==> src/wfds_mul.sv <==
// wfds_mul: the shared 32x32 unsigned multiplier with a registered product.
// Depends on nothing.
`default_nettype none

module wfds_mul (
   input  wire logic        clock,
   input  wire logic [31:0] a,
   input  wire logic [31:0] b,
   output logic [63:0]      p
);
   logic [63:0] p_ff;

   always_ff @(posedge clock) begin
      p_ff <= 64'(a) * 64'(b);
   end

   assign p = p_ff;

endmodule

`default_nettype wire

==> config.mk <==
export PLATFORM = sky130hd
export DESIGN_NAME = wfds_mul
export DESIGN_NICKNAME = d
export VERILOG_FILES = /design/src/wfds_mul.sv
export SDC_FILE = /design/constraint.sdc
export NUM_CORES = 2
export LEC_CHECK = 0
export BUFFER_PORTS_ARGS = -buffer_cell sky130_fd_sc_hd__buf_2
export CAP_MARGIN = 10
export CORE_MARGIN = 2
export CORE_UTILIZATION = 45
export CTS_CLUSTER_SIZE = 12
export DETAILED_ROUTE_END_ITERATION = 10
export GPL_TIMING_DRIVEN = 1
export PLACE_DENSITY = 0.58
export SYNTH_ARGS = -nofsm -noshare
export SYNTH_HDL_FRONTEND = slang
export SYNTH_SLANG_ARGS = --single-unit
export TNS_END_PERCENT = 100
==> constraint.sdc <==
create_clock -name clock -period 9.57 [get_ports clock]
set_input_delay 0.957 -clock clock [delete_from_list [all_inputs] [get_ports clock]]
set_output_delay 0.957 -clock clock [all_outputs]
set_load 0.005 [all_outputs]
Yosys cells after proc, flatten, opt, wreduce, memory -nomap -nowiden
Index checks and enable logic that the tools add are counted.
{ "word_totals": {"regBits": 64, "in_bits": 65, "word_cells": 2} }
{ "op_classes": {"multipliers": 1} }
{ "ops": {"columns": ["operator", "n"], "rows": [
  ["multiplier 32 x 32 -> 64 bit", 1]
]} }

Longest topological paths before layout
{ "depth": {"depth_word": 1, "ltp_mapped": 29, "ltp_nobuf": 27} }

Worst setup path after synthesis
No wires, ideal clock.
{ "synth_timing": {"path_type": "input -> register", "startpoint": "input port a[25]", "endpoint": "register p_ff[62] (netlist: p[62])", "setup_time_ps": 72, "arrival_time_ps": 7638, "setup_slack_ps": 1860, "path_stages": 25, "n_path_buf": 2, "path_cell_list": "clkbuf_1 > nand2_1 > fa_1 > inv_1 > fa_1 > inv_1 > fa_1 > inv_1 > fa_1 > fa_1 > fa_1 > fa_1 > inv_1 > fa_1 > inv_1 > ha_1 > buf_2 > nand4_1 > or4_1 > or3_1 > a31oi_1 > a31o_2 > a211oi_1 > o21ai_1 > xor2_1"} }
{ "synth_via": {"elab_chain_cells": 1} }
{ "synth_lines": {"columns": ["item", "line_no", "text"], "rows": [
  ["from (decl)", "7", "input wire logic [31:0] a,"],
  ["multiplier 32 x 32 -> 64 bit", "14", "p_ff <= 64'(a) * 64'(b);"],
  ["to (signal assigned)", "14", null],
  ["to (decl)", "11", "logic [63:0] p_ff;"]
]} }
No other way between the ends.

Final worst setup path
{ "layout_timing": {"startpoint": "input port b[9]", "endpoint": "register p_ff[62] (netlist: p[62])"} }
{ "layout_via": {"elab_chain_cells": 1} }
{ "layout_lines": {"columns": ["item", "line_no", "text"], "rows": [
  ["from (decl)", "8", "input wire logic [31:0] b,"],
  ["multiplier 32 x 32 -> 64 bit", "14", null]
]} }
No other way between the ends.

==> metrics.md <==
| Metric | Value |
|---|---|
| Iter 0 DRT Violations | around 1.3k |
| DIE HEIGHT | 282 um |
| EDFF count, synth | 0 |
| Crit start category | input pin |
| Final setup TNS | 0 ns |
| Yosys warns | 0 |
| Crit share post-route | 89.9% |
| Design area | 0.0363 mm^2 |
| Drt first pass iters | 5 |
| Synthesized flop and latch total | 64 |
| Vias | approximately 24k |
| Global-route wire length before repair | 151000 um |
| Clock root cell | clkbuf_16 |
| Leading area contributor after synthesis | fa_1 |
| Max FO, Critical Path | 32 |
| Post-route minimum period | 8.60 ns |
| Most common cell in the netlist | fa_1 |
| WL per Instance | approximately 20 um |
| Synth area leaders | fa_1 52%, and2_1 11%, ha_1 9.5%, inv_1 9.4%, nand2_1 5.2% |
| Gpl congestion | 0.886 |
| Cells after synthesis | 3748 |
| Setup Fix Bufs, Post-CTS | 0 |
| Synth Flop Type | dfxtp_1 |
| Library cells used by synthesis | 57 |
| Clock Sinks | 64 |
| Row count | 101 |
| Post-synthesis net count | 4972 |
| Count of final setup violators | 0 |
| Unrepaired setup endpoints after global routing | no |
| Cts bufs inserted | 9 |
| Final WL | 94600 um |
| Syn-to-layout area delta | 4.74% |
| Final WS setup | 0.970 ns |
| Max FFs per register | 64 |
| Total track usage | around 25% |
| Maximum number of pins on one net before global-route repair | 33 |
| Buffers on Ports | approximately 130 |
| Critical path endpoint category | register |
| Vias in the first global route | 26.8k |
| Critical Path AT | 8.87 ns |
| Residual DRC count | 0 |
| Worst slew margin | 36.2% |
| Die Width | 282 um |
| Status | complete, no violations |
| Share of cells above drive strength 1 | between 5 and 6% |
| Placed inst area | about 0.036 mm^2 |
| Dpl hpwl | 77400 um |
| Ports | 129 |
| Yosys top cell area share | between 50 and 60% |
| Cts hold-fix bufs | 0 |
| Most frequent cells after synthesis | 896 x fa_1, 865 x inv_1, 602 x and2_1 |
| Htree depth | 3 |
| Clock tree buffer depth | 2 |
| Initial antenna violation count | 4 |
| HP Class | input pin to register |
| CP required | between 9 and 10 ns |
| Slew @ Worst Pin | 0.957 ns |
| Synth async-reset ratio | 0% |
| Maximum clock rate | 116 MHz |
| Nets | 4920 |
| TritonCTS clock tree | done |
| Layout fillers | around 7.5k |
| Die area | between 0.07 and 0.08 mm^2 |
| Critical Setup Path Class | input pin to register |
| Slew Limit Fails | 0 |
| Clk pin slew, worst setup/hold paths | around 0.060 ns |
| Post-place setup slack | around 0.8 ns |
| Mapped Area | roughly 0.035 mm^2 |
| Avg Inst Size Synth | ~9.3 um^2 |
| CTS resizes | 0 |
| Sequential cell area fraction in the yosys report | 3.69% |
| Max_cap viols | 0 |
| Antenna Violating Nets Remaining | 0 |
| Total gr overflow | 0 |
| Initial core utilization | 45.6% |
| DR vias/cell | 5.16 |
| Core Region | 0.0761 mm^2 |
| Final hold viol count | 0 |
==> layout make-up <==
class | count | area, um^2 | area share, %
multi-input combinational | 2599 | 29300 | 80.7
inverter | 865 | 3250 | 8.94
tap | 1030 | 1290 | 3.55
sequential | 64 | 1280 | 3.53
timing repair buffer | 157 | 858 | 2.36
clock buffer | 9 | 225 | 0.620
clock inverter | 7 | 101 | 0.279
antenna | 1 | 2.50 | 0.00689
==> logic make-up after synthesis <==
group           Yosys count  synth area share, %
simple gates           1177                 17.6
fa+ha+maj              1159                 61.2
buf+inv                1085                 11.8
compound gates          202                 4.15
flops                    64                 3.69
xor+xnor                 60                 1.52
mux                       1               0.0289
==> final timing paths <==
check | start | to | slack, ns | cells past startpoint
max | b[9] | p[62]$_DFF_P_ | 0.97 | 24
min | a[0] | p[0]$_DFF_P_ | 1.33 | 2
==> layer usage <==
| metal | vias up | wire (um) | global-route usage [%] |
|---|---|---|---|
| li1 | 10700 | - | - |
| met1 | 12900 | 36300 | 30.1 |
| met2 | 582 | 50700 | 46.5 |
| met3 | 170 | 3600 | 2.60 |
| met4 | 2 | 4030 | 8.85 |
| met5 | - | 17 | 0 |
==> critical path: stages <==
cell and delay [ns]:
buf_2 0.57, nand2_1 0.16, fa_1 0.54, inv_1 0.05, fa_1 0.53, inv_1 0.06
fa_1 0.53, inv_1 0.05, fa_1 0.48, fa_1 0.60, fa_1 0.44, fa_1 0.49
inv_1 0.05, fa_1 0.49, inv_1 0.04, ha_1 0.43, nand4_1 0.24, or4_1 0.47
or3_1 0.37, a31oi_1 0.54, a31o_2 0.30, a211oi_1 0.12, o21ai_1 0.18, xor2_1 0.15
==> stage by stage <==
step,hold slack [ns],instances,utilization (%)
floorplan,1.08,3748,-
finish,1.33,4732,47.7
detailed placement,1.33,4715,47.3
global route,1.33,4731,47.7
global placement,1.33,4715,47.3
CTS,1.32,4731,47.7
==> layout by cell type, fill, tap and decap left out, types with 3 or more instances in the layout <==
cell       Yosys  layout
xor2_1        25      25
nor2_1        20      20
a211oi_1       3       3
a221o_1        4       4
o21bai_1      10      10
a21oi_1       63      63
xnor2_1       35      35
clkbuf_16      0       9
o221ai_1       3       3
a21oi_2        3       3
or3_1          3       3
nand4_1       23      23
ha_1         263     263
a31oi_1       12      12
a221oi_4       3       3
inv_1        865     865
nor3_1         7       7
nand3_1       10      10
buf_2          6     128
and2_1       602     602
and4_1         3       3
a21boi_1       3       3
o31ai_4        3       3
dfxtp_1       64      64
o21a_1         9       9
o21ai_1        5       5
a21o_1        40      40
or2_2          3       3
o21ai_0       21      21
buf_4          0      29
fa_1         896     896
nand2_1      480     480
or4_1          3       3
and3_1        14      14
Power is left out: the tool's default activity adds up to more than one toggle a clock period on the data nets, which glitch-free logic cannot reach.
