[src/wfds_pkg.sv]
// wfds_pkg: shared types, constants and elaboration-time table builders
// for the windowed dB spectrum core. No dependencies.
`default_nettype none

package wfds_pkg;

   localparam int TAB_DEPTH = 64;
   localparam int RE_W      = 25;
   localparam int ACC_W     = 40;
   localparam int PW_W      = 50;
   localparam int DB_W      = 26;
   localparam int NUM_W     = 28;
   localparam int FRAC_W    = 16;

   localparam logic [31:0]            DB_PER_LOG2 = 32'd197283;
   localparam logic signed [DB_W-1:0] DB_FLOOR    = -26'sd7188709;
   localparam logic signed [NUM_W-1:0] RANGE_Q16  = 28'sd3932160;
   localparam logic signed [NUM_W-1:0] DIV_BIAS   = 28'sd30;
   localparam logic [31:0]            RECIP_60    = 32'd4473925;
   localparam logic [63:0]            DB_ROUND    = 64'd32768;
   localparam longint                 CORDIC_GAIN = 64'sd326016437;
   localparam longint                 TURN_SCALE  = 64'sd3373259426;

   localparam longint ATAN_Q29 [16] = '{
      64'sd421657428, 64'sd248918915, 64'sd131521918, 64'sd66762579,
      64'sd33510843, 64'sd16771758, 64'sd8387925, 64'sd4194219,
      64'sd2097141, 64'sd1048575, 64'sd524288, 64'sd262144,
      64'sd131072, 64'sd65536, 64'sd32768, 64'sd16384
   };

   typedef logic [TAB_DEPTH-1:0][15:0] trig_tab_type;
   typedef logic [TAB_DEPTH-1:0][16:0] hann_tab_type;

   typedef enum logic [3:0] {
      ST_IDLE, ST_BIN_START, ST_BIN_WAIT, ST_SQ_RE, ST_SQ_IM, ST_SQ_SUM,
      ST_NORM, ST_LOG_MUL, ST_LOG_ACC, ST_DB_MUL, ST_DB_ACC, ST_STORE,
      ST_LVL_RD, ST_LVL_NUM, ST_LVL_Q, ST_OUT
   } state_type;

   typedef struct packed {
      logic       start;
      logic       win_en;
      logic       full;
      logic [6:0] count;
      logic [5:0] ptr;
      logic [5:0] k;
   } dft_ctrl_type;

   typedef struct packed {
      logic                   done;
      logic signed [RE_W-1:0] re;
      logic signed [RE_W-1:0] im;
   } dft_stat_type;

   function automatic logic [15:0] to_q15(input longint v);
      longint r;
      r = (v + 64'sd8192) >>> 14;
      if (r > 64'sd32767) r = 64'sd32767;
      if (r < -64'sd32768) r = -64'sd32768;
      return r[15:0];
   endfunction

   // returns {cos, sin} in q1.15
   function automatic logic [31:0] cordic_turn(input logic [31:0] phase);
      longint x;
      longint y;
      longint z;
      longint t;
      longint r;
      logic [15:0] c;
      logic [15:0] s;
      r = longint'({34'd0, phase[29:0]});
      z = (r * TURN_SCALE) >>> 32;
      x = CORDIC_GAIN;
      y = 64'sd0;
      for (int k = 0; k < 16; k++) begin
         if (z >= 0) begin
            t = x - (y >>> k); y = y + (x >>> k); x = t; z = z - ATAN_Q29[k];
         end else begin
            t = x + (y >>> k); y = y - (x >>> k); x = t; z = z + ATAN_Q29[k];
         end
      end
      case (phase[31:30])
         2'd0: begin c = to_q15(x);  s = to_q15(y);  end
         2'd1: begin c = to_q15(-y); s = to_q15(x);  end
         2'd2: begin c = to_q15(-x); s = to_q15(-y); end
         default: begin c = to_q15(y); s = to_q15(-x); end
      endcase
      return {c, s};
   endfunction

   // floor(i * 2^32 / period) mod 2^32, shift-subtract
   function automatic logic [31:0] phase_of(input int i, input int period);
      longint num;
      longint rem;
      logic [31:0] q;
      num = longint'(i) <<< 32;
      rem = 64'sd0;
      q = '0;
      for (int b = 39; b >= 0; b--) begin
         rem = (rem <<< 1) | longint'({63'd0, num[b]});
         if (rem >= longint'(period)) begin
            rem = rem - longint'(period);
            if (b < 32) q[b] = 1'b1;
         end
      end
      return q;
   endfunction

   function automatic hann_tab_type build_hann(input int size);
      hann_tab_type t;
      logic [31:0] cs;
      t = '0;
      for (int i = 0; i < TAB_DEPTH; i++) begin
         if (i < size) begin
            cs = cordic_turn(phase_of(i, size - 1));
            t[i] = 17'(32'sd32768 - 32'($signed(cs[31:16])));
         end
      end
      return t;
   endfunction

   function automatic trig_tab_type build_trig(input int size, input logic want_sin);
      trig_tab_type t;
      logic [31:0] cs;
      t = '0;
      for (int i = 0; i < TAB_DEPTH; i++) begin
         if (i < size) begin
            cs = cordic_turn(phase_of(i, size));
            t[i] = want_sin ? cs[15:0] : cs[31:16];
         end
      end
      return t;
   endfunction

endpackage

`default_nettype wire

[src/wfds_dft.sv]
// wfds_dft: sample ring memory, hann window and one-bin dft accumulator.
// One bin reads FFT_SIZE ring samples in turn, then drains a four-stage tail. Uses wfds_pkg.
`default_nettype none

module wfds_dft #(
   parameter int FFT_SIZE = 64
) (
   input  wire logic                clock,
   input  wire logic                reset,
   input  wire logic                wr_en,
   input  wire logic signed [15:0]  wr_data,
   input  wire wfds_pkg::dft_ctrl_type ctrl,
   output wfds_pkg::dft_stat_type   stat
);
   import wfds_pkg::*;

   localparam int IDX_W = $clog2(FFT_SIZE);
   localparam int CNT_W = $clog2(FFT_SIZE + 1);
   localparam hann_tab_type HANN_TAB = build_hann(FFT_SIZE);
   localparam trig_tab_type COS_TAB  = build_trig(FFT_SIZE, 1'b0);
   localparam trig_tab_type SIN_TAB  = build_trig(FFT_SIZE, 1'b1);

   logic signed [15:0] ring_mem [FFT_SIZE];
   logic signed [15:0] rd_data_ff;

   logic             run_ff, run_in;
   logic [IDX_W-1:0] n_ff, n_in;
   logic [IDX_W-1:0] tw_ff, tw_in;
   logic [IDX_W-1:0] rd_addr;
   logic [IDX_W:0]   addr_sum, tw_sum;
   logic             last_issue, mask0;

   logic             v1_ff, first1_ff, last1_ff, mask1_ff;
   logic [IDX_W-1:0] n1_ff, tw1_ff;
   logic             v2_ff, first2_ff, last2_ff;
   logic [IDX_W-1:0] tw2_ff;
   logic signed [15:0] x2_ff;
   logic signed [33:0] wprod2_ff;
   logic             v3_ff, first3_ff, last3_ff;
   logic signed [31:0] pc3_ff, ps3_ff;
   logic signed [ACC_W-1:0] acc_re_ff, acc_im_ff, sum_re, sum_im;
   logic             done_ff;

   logic signed [15:0] x1, xw;
   logic [16:0]        hann_w;
   logic signed [33:0] wprod_in, wsum;

   assign last_issue = (n_ff == IDX_W'(FFT_SIZE - 1));
   assign addr_sum   = {1'b0, ctrl.ptr[IDX_W-1:0]} + {1'b0, n_ff};
   assign tw_sum     = {1'b0, tw_ff} + {1'b0, ctrl.k[IDX_W-1:0]};

   always_comb begin
      if (!ctrl.full) begin
         rd_addr = n_ff;
      end else if (addr_sum >= (IDX_W + 1)'(FFT_SIZE)) begin
         rd_addr = IDX_W'(addr_sum - (IDX_W + 1)'(FFT_SIZE));
      end else begin
         rd_addr = IDX_W'(addr_sum);
      end
      // short frame: unfilled positions read as zero
      mask0 = ctrl.full || (CNT_W'(n_ff) < ctrl.count[CNT_W-1:0]);
   end

   always_comb begin
      run_in = run_ff;
      n_in   = n_ff;
      tw_in  = tw_ff;
      if (ctrl.start) begin
         run_in = 1'b1;
         n_in   = '0;
         tw_in  = '0;
      end else if (run_ff) begin
         if (last_issue) run_in = 1'b0;
         n_in = n_ff + 1'b1;
         if (tw_sum >= (IDX_W + 1)'(FFT_SIZE)) begin
            tw_in = IDX_W'(tw_sum - (IDX_W + 1)'(FFT_SIZE));
         end else begin
            tw_in = IDX_W'(tw_sum);
         end
      end
   end

   always_ff @(posedge clock) begin
      if (wr_en) begin
         ring_mem[ctrl.ptr[IDX_W-1:0]] <= wr_data;
      end
      rd_data_ff <= ring_mem[rd_addr];
   end

   // stage 1: window product
   always_comb begin
      x1       = mask1_ff ? rd_data_ff : 16'sd0;
      hann_w   = HANN_TAB[6'(n1_ff)];
      wprod_in = 34'(x1) * $signed({17'd0, hann_w});
   end

   // stage 2: rounded windowed sample (raw sample with the window off) times twiddles
   assign wsum = wprod2_ff + 34'sd32768;
   assign xw   = ctrl.win_en ? wsum[31:16] : x2_ff;

   assign sum_re = acc_re_ff + ACC_W'(16384);
   assign sum_im = acc_im_ff + ACC_W'(16384);

   always_ff @(posedge clock) begin
      if (reset) begin
         run_ff  <= 1'b0;
         v1_ff   <= 1'b0;
         v2_ff   <= 1'b0;
         v3_ff   <= 1'b0;
         done_ff <= 1'b0;
      end else begin
         run_ff  <= run_in;
         v1_ff   <= run_ff;
         v2_ff   <= v1_ff;
         v3_ff   <= v2_ff;
         done_ff <= v3_ff && last3_ff;
      end
      n_ff      <= n_in;
      tw_ff     <= tw_in;
      first1_ff <= (n_ff == '0);
      last1_ff  <= last_issue;
      mask1_ff  <= mask0;
      n1_ff     <= n_ff;
      tw1_ff    <= tw_ff;
      first2_ff <= first1_ff;
      last2_ff  <= last1_ff;
      tw2_ff    <= tw1_ff;
      x2_ff     <= x1;
      wprod2_ff <= wprod_in;
      first3_ff <= first2_ff;
      last3_ff  <= last2_ff;
      pc3_ff    <= 32'(xw) * 32'($signed(COS_TAB[6'(tw2_ff)]));
      ps3_ff    <= 32'(xw) * 32'($signed(SIN_TAB[6'(tw2_ff)]));
      if (v3_ff) begin
         acc_re_ff <= (first3_ff ? ACC_W'(0) : acc_re_ff) + ACC_W'(pc3_ff);
         acc_im_ff <= (first3_ff ? ACC_W'(0) : acc_im_ff) - ACC_W'(ps3_ff);
      end
   end

   assign stat.done = done_ff;
   assign stat.re   = sum_re[ACC_W-1:15];
   assign stat.im   = sum_im[ACC_W-1:15];

endmodule

`default_nettype wire

[config.mk]
export PLATFORM = sky130hd
export DESIGN_NAME = wfds_dft
export DESIGN_NICKNAME = d
export VERILOG_FILES = /design/src/wfds_pkg.sv /design/src/wfds_dft.sv
export SDC_FILE = /design/constraint.sdc
export NUM_CORES = 2
export LEC_CHECK = 0
export BUFFER_PORTS_ARGS = -buffer_cell sky130_fd_sc_hd__buf_4
export CAP_MARGIN = 20
export CORE_UTILIZATION = 60
export CTS_BUF_LIST = sky130_fd_sc_hd__clkbuf_4 sky130_fd_sc_hd__clkbuf_8
export CTS_CLUSTER_SIZE = 8
export DETAILED_ROUTE_END_ITERATION = 8
export MAX_ROUTING_LAYER = met4
export PLACE_DENSITY = 0.79
export SYNTH_ARGS = -nofsm -noshare
export SYNTH_HDL_FRONTEND = slang
export SYNTH_SLANG_ARGS = --single-unit
[constraint.sdc]
create_clock -name clock -period 7.3 [get_ports clock]
set_input_delay 1.46 -clock clock [delete_from_list [all_inputs] [get_ports clock]]
set_output_delay 1.46 -clock clock [all_outputs]
set_load 0.02 [all_outputs]
# --- Word level (Yosys, flattened, before mapping) ---
# Memory sizes are Yosys's and may differ from the RTL's. A register that Yosys moved wholly into a read port is not among the register bits.
# Index checks and enable logic that the tools add are counted.
# Widths: inputs -> output; s select.
word_totals:
  ff_bits: 234
  ramBits: 1024
  romBits: 3136
  inputBits: 41
  out_inout_bits: 51
  word_cells: 64
  n_memories: 4
op_classes:
  addsub: 10
  mul: 3
  n_lt_le_gt_ge: 5
  eq_ne: 1
  muxes: 15
  n_reduce_logical: 3
mem_list:
  columns: ["memory", "words", "width", "rd", "rd_clocked_by_memory_dff", "write_ports", "line", "rtl"]
  rows:
  - ["(no name shown)", 64, 17, 1, 1, 0, "wfds_dft.sv:93", "hann_w = HANN_TAB[6'(n1_ff)];"]
  - ["(no name shown)", 64, 16, 1, 1, 0, "wfds_dft.sv:133", "ps3_ff <= 32'(xw) * 32'($signed(SIN_TAB[6'(tw2_ff)]));"]
  - ["(no name shown)", 64, 16, 1, 1, 0, "wfds_dft.sv:132", "pc3_ff <= 32'(xw) * 32'($signed(COS_TAB[6'(tw2_ff)]));"]
  - ["ring_mem", 64, 16, 1, 1, 1, "wfds_dft.sv:23", "logic signed [15:0] ring_mem [FFT_SIZE];"]
op_table:
  columns: ["operator", "n"]
  rows:
  - ["$add 40x16->40 const B", 2]
  - ["$mux 40", 2]
  - ["$mul 16x16->32", 2]
  - ["$mux 16", 4]
  - ["$add 40x32->40", 1]
  - ["$sub 40x32->40", 1]
  - ["$add 32x17->32 const B", 1]
  - ["$mul 16x18->32", 1]
  - ["$mux 6", 3]
  - ["$mux 17", 1]
  - ["$add 6x6->7", 2]
  - ["$ge 7x7->1 const B", 2]
  - ["$lt 6x7->1 const B", 2]
  - ["$sub 6x1->6 const B", 2]
  - ["$lt 6x7->1", 1]
  - ["$add 6x1->6 const B", 1]
  - ["$eq 6x6->1 const B", 1]
  - ["$logic_not 6->1", 1]
  - ["$mux 1", 5]
  - ["$logic_and 1x1->1", 1]
  - ["$logic_or 1x1->1", 1]

# --- Depth between registers and ports, before layout ---
logic_depth:
  ltp_word: 4
  mapped_depth: 33
  depth_no_buf: 32

# --- Worst setup path after synthesis ---
# Ideal clock, no wire load.
synth_timing:
  kind: "input to register"
  start: "input port ctrl[20] (netlist bit)"
  end: "register ps3_ff[30]"
  setup_time_ps: 72
  t_arrival_ps: 7710
  required_time_ps: 7228
  path_slack_ps: -482
  cell_stages: 26
  n_path_buf: 3
  cell_sequence: "clkbuf_1 > clkbuf_1 > a21oi_1 > clkbuf_1 > and2_1 > fa_1 > inv_1 > fa_1 > inv_1 > fa_1 > inv_1 > fa_1 > inv_1 > fa_1 > fa_1 > ha_1 > a21o_1 > a21o_1 > a2111oi_0 > o21ai_0 > a21oi_1 > nand3b_1 > a31oi_1 > a21o_1 > a21oi_1 > xnor2_1"
synth_via:
  elab_chain_cells: 2
synth_rtl:
  columns: ["item", "line", "rtl"]
  rows:
  - ["from (decl)", "wfds_dft.sv:12", "input wire wfds_pkg::dft_ctrl_type ctrl,"]
  - ["$mux 16", "wfds_dft.sv:99", "assign xw = ctrl.win_en ? wsum[31:16] : x2_ff;"]
  - ["$mul 16x16->32", "wfds_dft.sv:133", null]
  - ["to (signal assigned)", "wfds_dft.sv:133", null]
  - ["to (decl)", "wfds_dft.sv:40", "logic signed [31:0] pc3_ff, ps3_ff;"]
# Every way passes these cells.
# A chain may end at the register's enable or synchronous reset.

# --- Final worst setup path ---
layout_timing:
  start: "register wprod2_ff[16]"
  end: "register ps3_ff[31]"
layout_via:
  elab_chain_cells: 3
layout_rtl:
  columns: ["item", "line", "rtl"]
  rows:
  - ["from (decl)", "wfds_dft.sv:38", "logic signed [33:0] wprod2_ff;"]
  - ["from (signal assigned)", "wfds_dft.sv:129", "wprod2_ff <= wprod_in;"]
  - ["$add 32x17->32", "wfds_dft.sv:98", "assign wsum = wprod2_ff + 34'sd32768;"]
  - ["$mux 16", "wfds_dft.sv:99", null]
  - ["$mul 16x16->32", "wfds_dft.sv:133", null]
# Every way passes these cells.

==> impl_metrics.tcl <==
set metrics [dict create \
    status "finished, final reports clean" \
    drive_gt1_frac 0.161 \
    synth-edff-count 1104 \
    ctsHtreeMaxLevel 4 \
    crit_fanout 12 \
    setup_viol 0 \
    netlist_area_um2 83900 \
    first_pass_iters 6 \
    vias 54600 \
    synth-seq-area-share 0.441 \
    grt_antenna_before_repair 9 \
    dp_hpwl_um 138000 \
    async_flop_share 0 \
    cp.arrival_ns 8.01 \
    synth_flop_cell "edfxtp_1" \
    cpPeakStageDelay_ns 0.53 \
    final.setup.tns_ns 0 \
    worstSkewPairLatency_ns 0.97 \
    ant_nets 0 \
    syn-num-nets 7949 \
    hold_path_class "flop to flop" \
    rsz0062_at_grt "yes" \
    cpMostUsedCell "fa_1" \
    routedWlPerCell_um 22.3 \
    tightest_slew_ns 0.939 \
    syn_to_final_growth_pct 11.0 \
    grt_pass1_wl_um 315000 \
    ioPinCount 92 \
    via_per_inst 5.99 \
    clock_skew_ns 0.118 \
    drc 0 \
    yosysTopAreaCellShare 0.395 \
    grt_use_total 0.300 \
    finalWeightedCongestion 0.932 \
    startpoint_type "flop" \
    tritoncts "done" \
    yosys.area.top_type "edfxtp_1" \
    grt_max_degree 129 \
    slew_headroom 0.361 \
    dpl-instance-area_um2 88600 \
    grt-ovfl-total 0 \
    finalCriticalPeriod_ns 7.17 \
    fp-row-count 136 \
    ys_top_cells_by_count "edfxtp_1, inv_1, fa_1" \
    grt_pass1_vias 57000 \
    syn_inst 6789 \
    dieArea_um2 141000 \
    nNetsFinal 8271 \
    cts_root_buf "clkbuf_8" \
    drtIter0Drc 5038 \
    chipHeight_um 376 \
    hold_viol_final 0 \
    initial_core_util 0.607 \
    yosysMostFrequentCell "edfxtp_1" \
    die_x_um 376 \
    io_buffers 91 \
    core_um2 138000 \
    crit_required_ns 8.14 \
    path_clk_slew_ns 0.06 \
    numCtsBuffers 206 \
    critPathCaptureType "flop" \
    synth_cell_types 83 \
    fmax_mhz 139 \
    report.final.slew_viol_count 0 \
    ys_top_cells_by_area "edfxtp_1, fa_1, mux4_2" \
    critPathKind "flop to flop" \
    yosys_warnings 0 \
    slowest_stage "fa_1" \
    final_area_um2 93200 \
    avgSynthCellArea_um2 12.4 \
    totalWireLength_um 203000 \
    ys_seq_elements 1295 \
    ctsLongestPathBuffers 3 \
    fin_crit_sh 0.982 \
    maxCapViolations 0 \
    cts_sinks 1295 \
]
placed cells by master, fill, tap and decap left out, types with 173 or more instances in the layout:
cell type | netlist | routed
ha_1 | 398 | 397
and2_1 | 258 | 256
a21oi_1 | 266 | 244
nand2_1 | 567 | 566
buf_4 | 4 | 427
edfxtp_1 | 1104 | 1104
inv_1 | 968 | 968
fa_1 | 721 | 720
mux4_2 | 282 | 282
dfxtp_1 | 191 | 176
nor2_1 | 289 | 286
clkbuf_8 | 0 | 214
xnor2_1 | 174 | 173
metal layers:
metal  wire length (µm)  track usage  vias to the layer above
met2             101000        0.490                     2797
met5                  0            -                        -
met3              17100       0.0500                      594
met4               9940        0.151                        0
li1                   -            -                    23900
met1              74600        0.361                    27300
sequential cells by signal, summed over array words and instances, names as in the netlist, 6 cells and up, named ones only:
register,cells
ps3_ff,32
pc3_ff,32
n_ff,6
x2_ff,16
tw_ff,6
ring_mem,1024
wprod2_ff,17
acc_im_ff,40
acc_re_ff,40
tw1_ff,6
hann_w,16
rd_data_ff,16
path summary, 6_finish.rpt:
path	slack (ns)	startpoint	cells after the start	endpoint
worst max-delay path	0.13	wprod2_ff[16]	28	ps3_ff[31]
worst min-delay path	0.33	first2_ff	0	first3_ff
worst max register to register	0.13	wprod2_ff[16]	28	ps3_ff[31]
worst min register to register	0.33	first2_ff	0	first3_ff
kinds of logic after synthesis:
logic type | Yosys count | share of synthesized area
buffers and inverters | 1303 | 0.0594
multiplexers | 367 | 0.0859
AO/OA/AOI/OAI | 821 | 0.0620
adder cells (fa/ha/maj) | 1119 | 0.231
XOR/XNOR | 235 | 0.0245
AND/OR/NAND/NOR | 1649 | 0.0961
flip-flops | 1295 | 0.441
layout make-up:
| class | instances | area, µm² |
|---|---|---|
| well taps | 1863 | 2330 |
| clock buffers | 285 | 3480 |
| flip-flops and latches | 1295 | 37000 |
| clock inverters | 55 | 791 |
| inverters | 969 | 3640 |
| diodes | 6 | 15.0 |
| fillers | 9470 | 45000 |
| multi-input cells | 4191 | 42300 |
| repair buffers | 448 | 3590 |
repair_timing:
| item | CTS | global route |
|---|---|---|
| buffers inserted | 0 | 7 |
| endpoints found under the hold margin | 0 | 0 |
| resized for setup | 9 | 48 |
| hold buffers | 0 | 0 |
| setup endpoints to repair | 7 | 23 |
| pin swaps | 2 | 13 |
stage by stage:
stage | std cells | setup WS [ns] | hold slack, ns | utilization
floorplan | 6789 | -0.0254 | 0.310 | -
global placement | 8758 | -0.355 | 0.311 | 0.641
detailed placement | 8758 | -0.488 | 0.313 | 0.641
CTS | 9098 | 0.00248 | 0.329 | 0.672
global route | 9112 | -0.126 | 0.331 | 0.674
finish | 9112 | 0.130 | 0.327 | 0.674
worst max-delay path: cells and delay by family (launching register included):
kind            cells  cell delay [ns]
buf+inv             6             0.62
fa+ha+maj           7             3.29
xor+xnor            2             0.38
simple gates        5             0.75
flops               1             0.39
compound gates      8             1.63
Power is not shown: default switching activity piles up to over one toggle a cycle in this logic, so the estimate is an artifact.
